[src/rtl/rcfc_pkg.sv]
`timescale 1ns / 1ps

package rcfc_pkg;

    localparam int BYTE_W     = 8;
    localparam int POS_W      = 16;
    localparam int TBL_DEPTH  = 256;
    localparam int TBL_ADDR_W = 8;
    localparam int NUM_STAGES = 7;

    localparam int APB_ADDR_W = 3;
    localparam int APB_DATA_W = 32;
    localparam int REG_IDX_LSB = 2;

    localparam logic [1:0] KIND_LOAD    = 2'd0;
    localparam logic [1:0] KIND_DATA    = 2'd1;
    localparam logic [1:0] KIND_RESTART = 2'd2;

    localparam logic [1:0] SEL_ROTOR     = 2'd0;
    localparam logic [1:0] SEL_INV_ROTOR = 2'd1;
    localparam logic [1:0] SEL_REFLECTOR = 2'd2;
    localparam logic [1:0] SEL_OFFSET    = 2'd3;

    localparam logic REG_DIRECTION = 1'b0;
    localparam logic REG_START     = 1'b1;

    localparam logic DIR_OLD_TO_NEW = 1'b0;

    typedef struct packed {
        logic              direction;
        logic [POS_W-1:0]  start_position;
    } t_cfg;

    typedef struct packed {
        logic [BYTE_W-1:0] val;
        logic [BYTE_W-1:0] first;
        logic [BYTE_W-1:0] second;
        logic [BYTE_W-1:0] ph;
        logic              dir;
        logic              eob;
        logic              mid7;
    } t_item;

endpackage

[src/rtl/rcfc_regs.sv]
`timescale 1ns / 1ps

module rcfc_regs import rcfc_pkg::*; (
    input  logic                  i_clk,
    input  logic                  i_rst_n,
    input  logic                  psel,
    input  logic                  penable,
    input  logic                  pwrite,
    input  logic [APB_ADDR_W-1:0] paddr,
    input  logic [APB_DATA_W-1:0] pwdata,
    output logic [APB_DATA_W-1:0] prdata,
    output logic                  pready,
    output t_cfg                  o_cfg
);

    logic             r_direction;
    logic [POS_W-1:0] r_start;
    logic             w_wr;
    logic             w_idx;

    assign pready = 1'b1;
    assign w_wr   = psel & penable & pwrite;
    assign w_idx  = paddr[REG_IDX_LSB];

    always_ff @(posedge i_clk) begin
        if (!i_rst_n) begin
            r_direction <= 1'b0;
            r_start     <= '0;
        end else if (w_wr) begin
            unique case (w_idx)
                REG_DIRECTION: r_direction <= pwdata[0];
                REG_START:     r_start     <= pwdata[POS_W-1:0];
                default:       r_start     <= r_start;
            endcase
        end
    end

    always_comb begin
        unique case (w_idx)
            REG_DIRECTION: prdata = {{(APB_DATA_W-1){1'b0}}, r_direction};
            REG_START:     prdata = {{(APB_DATA_W-POS_W){1'b0}}, r_start};
            default:       prdata = '0;
        endcase
    end

    assign o_cfg.direction      = r_direction;
    assign o_cfg.start_position = r_start;

endmodule

[config.mk]
export PLATFORM = sky130hd
export DESIGN_NAME = rcfc_regs
export DESIGN_NICKNAME = d
export VERILOG_FILES = /design/src/rtl/rcfc_pkg.sv /design/src/rtl/rcfc_regs.sv
export SDC_FILE = /design/constraint.sdc
export NUM_CORES = 1
export LEC_CHECK = 0
export ABC_AREA = 1
export BUFFER_PORTS_ARGS = -buffer_cell sky130_fd_sc_hd__buf_2
export CORE_MARGIN = 5
export CORE_UTILIZATION = 38
export DETAILED_ROUTE_END_ITERATION = 8
export PLACE_DENSITY = 0.8
export SLEW_MARGIN = 20
export SYNTH_ARGS = -nofsm -noshare
export SYNTH_HDL_FRONTEND = slang
export SYNTH_SLANG_ARGS = --single-unit
[constraint.sdc]
create_clock -name i_clk -period 0.9 [get_ports i_clk]
set_input_delay 0.09 -clock i_clk [delete_from_list [all_inputs] [get_ports i_clk]]
set_output_delay 0.09 -clock i_clk [all_outputs]
set_load 0.1 [all_outputs]
==> out/results.tsv <==
stage	metric	value	unit
timing	setup_slack	-197.8	ps
timing	whs	109.8	ps
final_layout	seq_area	401.6	um^2
clock_tree	cts_tree	built	
route	drtPass1Iterations	4	
synth	yosysSeqAreaShare	31.89	%
timing	final-hold-violation-count	0	
power	p_leak	1.076	nW
placement	numPortBuffers	54	
global_route	grt_pass1_wl	5085	um
synth	yosysMostFrequentCell	nand2_1	
placement	dp_hpwl	2440	um
setup_path	timing.rr.start	r_start[8]$_SDFFE_PN0P_	
setup_path	critPathSlowestCell	dfxtp_4	
route	wire_per_inst	12.96	um
timing	period_share	122.0	%
route	avgViaCountPerCell	4.498	
timing	maxSlewViolCount	0	
route	routed_wl	3434	um
final_layout	nNetsFinal	275	
synth	synth_top_cell_area_share	31.89	%
timing	finClkSkew	0	ps
setup_path	r2r-end	r_start[8]$_SDFFE_PN0P_	
floorplanning	num_io_pins	90	
setup_path	critPathKind	flip-flop to output pin	
setup_path	end_kind	output pin	
synth	synthArstFlopShare	0	%
global_route	gr-total-overflow	0	
status	violations	negative setup slack	
placement	place_congestion	0.7073	
final_layout	area_growth	107.9	%
setup_path	critPathMaxStageDelay	380	ps
synth	synth_cell_types	17	
clock_tree	cts_buffer_depth	2	
setup_path	r2r_setup_slack	170	ps
power	power_frac_clock	18.1	%
global_route	grt_usage	15.80	%
synth	synth_area	1067	um^2
final_layout	multi_input_area	585.6	um^2
power	switching_share	47.44	%
synth	yosysWarnings	0	
synth	synth_cells	168	
timing	rsz0062_at_grt	yes	
synth	synth_area_leader_cell	dfxtp_1	
setup_path	critPathLaunch	r_start[10]$_SDFFE_PN0P_	
global_route	grt_max_degree	18	
route	drc	0	
setup_path	crit_chain	nand2_4 > clkinvlp_4 > buf_12	
final_layout	fin_cells	265	
floorplanning	die_width	63.00	um
floorplanning	coreArea	2734	um^2
clock_tree	htree_num_levels	1	
job	cap_violations	0	
floorplanning	die-height	63.00	um
floorplanning	rows	19	
synth	synth_edf_count	0	
synth	synth_common_cells	36 x nand2_1, 31 x inv_1, 31 x nor2_1	
route	vias	1192	
timing	max_freq	910.9	MHz
route	postRouteAntennaNets	0	
timing	finalCriticalPeriod	1098	ps
route	first_iter_violations	42	
floorplanning	die_area	3968	um^2
setup_path	worst-path-max-fanout	3	
power	power_frac_seq	33.8	%
clock_tree	ctsRootBufferMaster	clkbuf_4	
setup_path	cp.arrival	1010	ps
setup_path	crit_end	prdata[10]	
final_layout	drive_gt1_share	56.84	%
power	p_sw	0.001109	W
power	vdd_drop_max	0.0009952	V
setup_path	critPathRequiredTime	810	ps
global_route	grt_pass1_vias	1096	
power	p_int	0.001229	W
status	outcome	finished with violations	
synth	synthTopCellsByArea	dfxtp_1 32%, buf_4 13%, nand2_1 13%, inv_1 11%, nor2_1 11%	
clock_tree	cts_sinks	17	
synth	ys_seq_elements	17	
timing	finalSetupViolCount	33	
global_route	antenna_found_initial	0	
clock_tree	clkTransAtPathRegs	100	ps
setup_path	reg2reg_depth	3	
clock_tree	ctsHoldBuffers	0	
final_layout	diodes	0	
placement	dpl.cell_count	250	
synth	synth_area_per_cell	6.353	um^2
floorplanning	initial_core_util	39.04	%
power	p_per_area	1054	nW/um^2
power	comb_power_share	48.2	%
clock_tree	clock_latency	290	ps
final_layout	fillers	156	
min_path	min_path_type	input pin to flip-flop	
setup_path	cp-start-kind	flip-flop	
clock_tree	cts_buffers	3	
synth	yosys_most_used_dff	dfxtp_1	
## cells in the final DEF, fill, tap and decap left out, types with 2 or more instances in the layout
cell type   Yosys  routed
clkinvlp_4      0      15
buf_6           1      10
buf_2           5      21
buf_12          0      36
nor2_2          2       2
nand3_1        17      17
nand2_1        36      19
inv_1          31      16
dfxtp_4         0      16
nand2_4         0      16
clkbuf_4        0       3
nor2_1         31      31
buf_4          19       6
conb_1          2      17
## stage by stage
stage	worst slack, ps	util [%]	area, um^2	TNS (ps)	total power [W]
3_5_place_dp	-74.89	75.19	2056	-1038	0.001883
6_report	-197.8	81.14	2218	-4422	0.002338
4_1_cts	-196.3	78.67	2151	-4218	0.002317
2_1_floorplan	-131.9	-	1363	-2099	0.001651
5_1_grt	-221.3	81.14	2218	-5409	0.002419
3_3_place_gp	-55.23	75.19	2056	-877.9	0.001865
## repair_timing
item,CTS,global route
resized for setup,7,5
endpoints found under the setup margin,33,33
cloned,0,0
buffers inserted,6,5
pin swaps,4,3
## cell type report
cell class                      count  share of cell area (%)
Tap cell                           31                   1.748
Inverter                           33                   8.235
Multi-Input combinational cell    107                   26.40
Sequential cell                    17                   18.10
Clock buffer                        4                   1.184
Timing Repair Buffer               73                   44.33
## kinds of logic (layout without fill, tap and decap cells)
logic type | after synthesis | after routing | synth area share [%]
compound gates | 1 | 1 | 0.8208
buf+inv | 59 | 110 | 30.01
flops | 17 | 17 | 31.89
other cells | 2 | 17 | 0.7037
simple gates | 89 | 89 | 36.58
## flip-flops by register name (all words and copies together), names as in the netlist
name	flops
r_start	16
r_direction	1
## critical path: cells and delay by family (launching register included)
kind / cells / cell delay, ps
DFF: 1 / 380
buffers and inverters: 2 / 260
and+or+nand+nor: 1 / 80
## layer usage
layer	vias up	share of wire [%]	GRT usage (%)
li1	584	-	-
met1	538	40	19.30
met5	-	0	0
met4	0	2.7	6.366
met2	60	50	28.08
met3	10	6.8	1.259
## power groups by stage
| stage | clock network [W] | registers (W) | logic (W) |
|---|---|---|---|
| after global placement | 0 | 0.000809 | 0.00106 |
| after detailed placement | 0 | 0.000811 | 0.00107 |
| after global routing | 0.000456 | 0.000793 | 0.00117 |
| after floorplan | 0 | 0.000975 | 0.000676 |
| after CTS | 0.000429 | 0.000790 | 0.00110 |
| final | 0.000422 | 0.000789 | 0.00113 |
## how the worst min path moves through the flow
stage / endpoint / slack (ps) / startpoint / cells after the start
after floorplan: r_start[10]$_SDFFE_PN0P_ / 300 / pwdata[10] / 4
after global placement: r_start[12]$_SDFFE_PN0P_ / 400 / pwdata[12] / 5
after detailed placement: r_start[2]$_SDFFE_PN0P_ / 410 / pwdata[2] / 5
after CTS: r_start[2]$_SDFFE_PN0P_ / 100 / pwdata[2] / 5
after global routing: r_start[10]$_SDFFE_PN0P_ / 150 / pwdata[10] / 5
final: r_start[1]$_SDFFE_PN0P_ / 110 / pwdata[1] / 5
No activity file was read; power rests on OpenSTA's default activity.
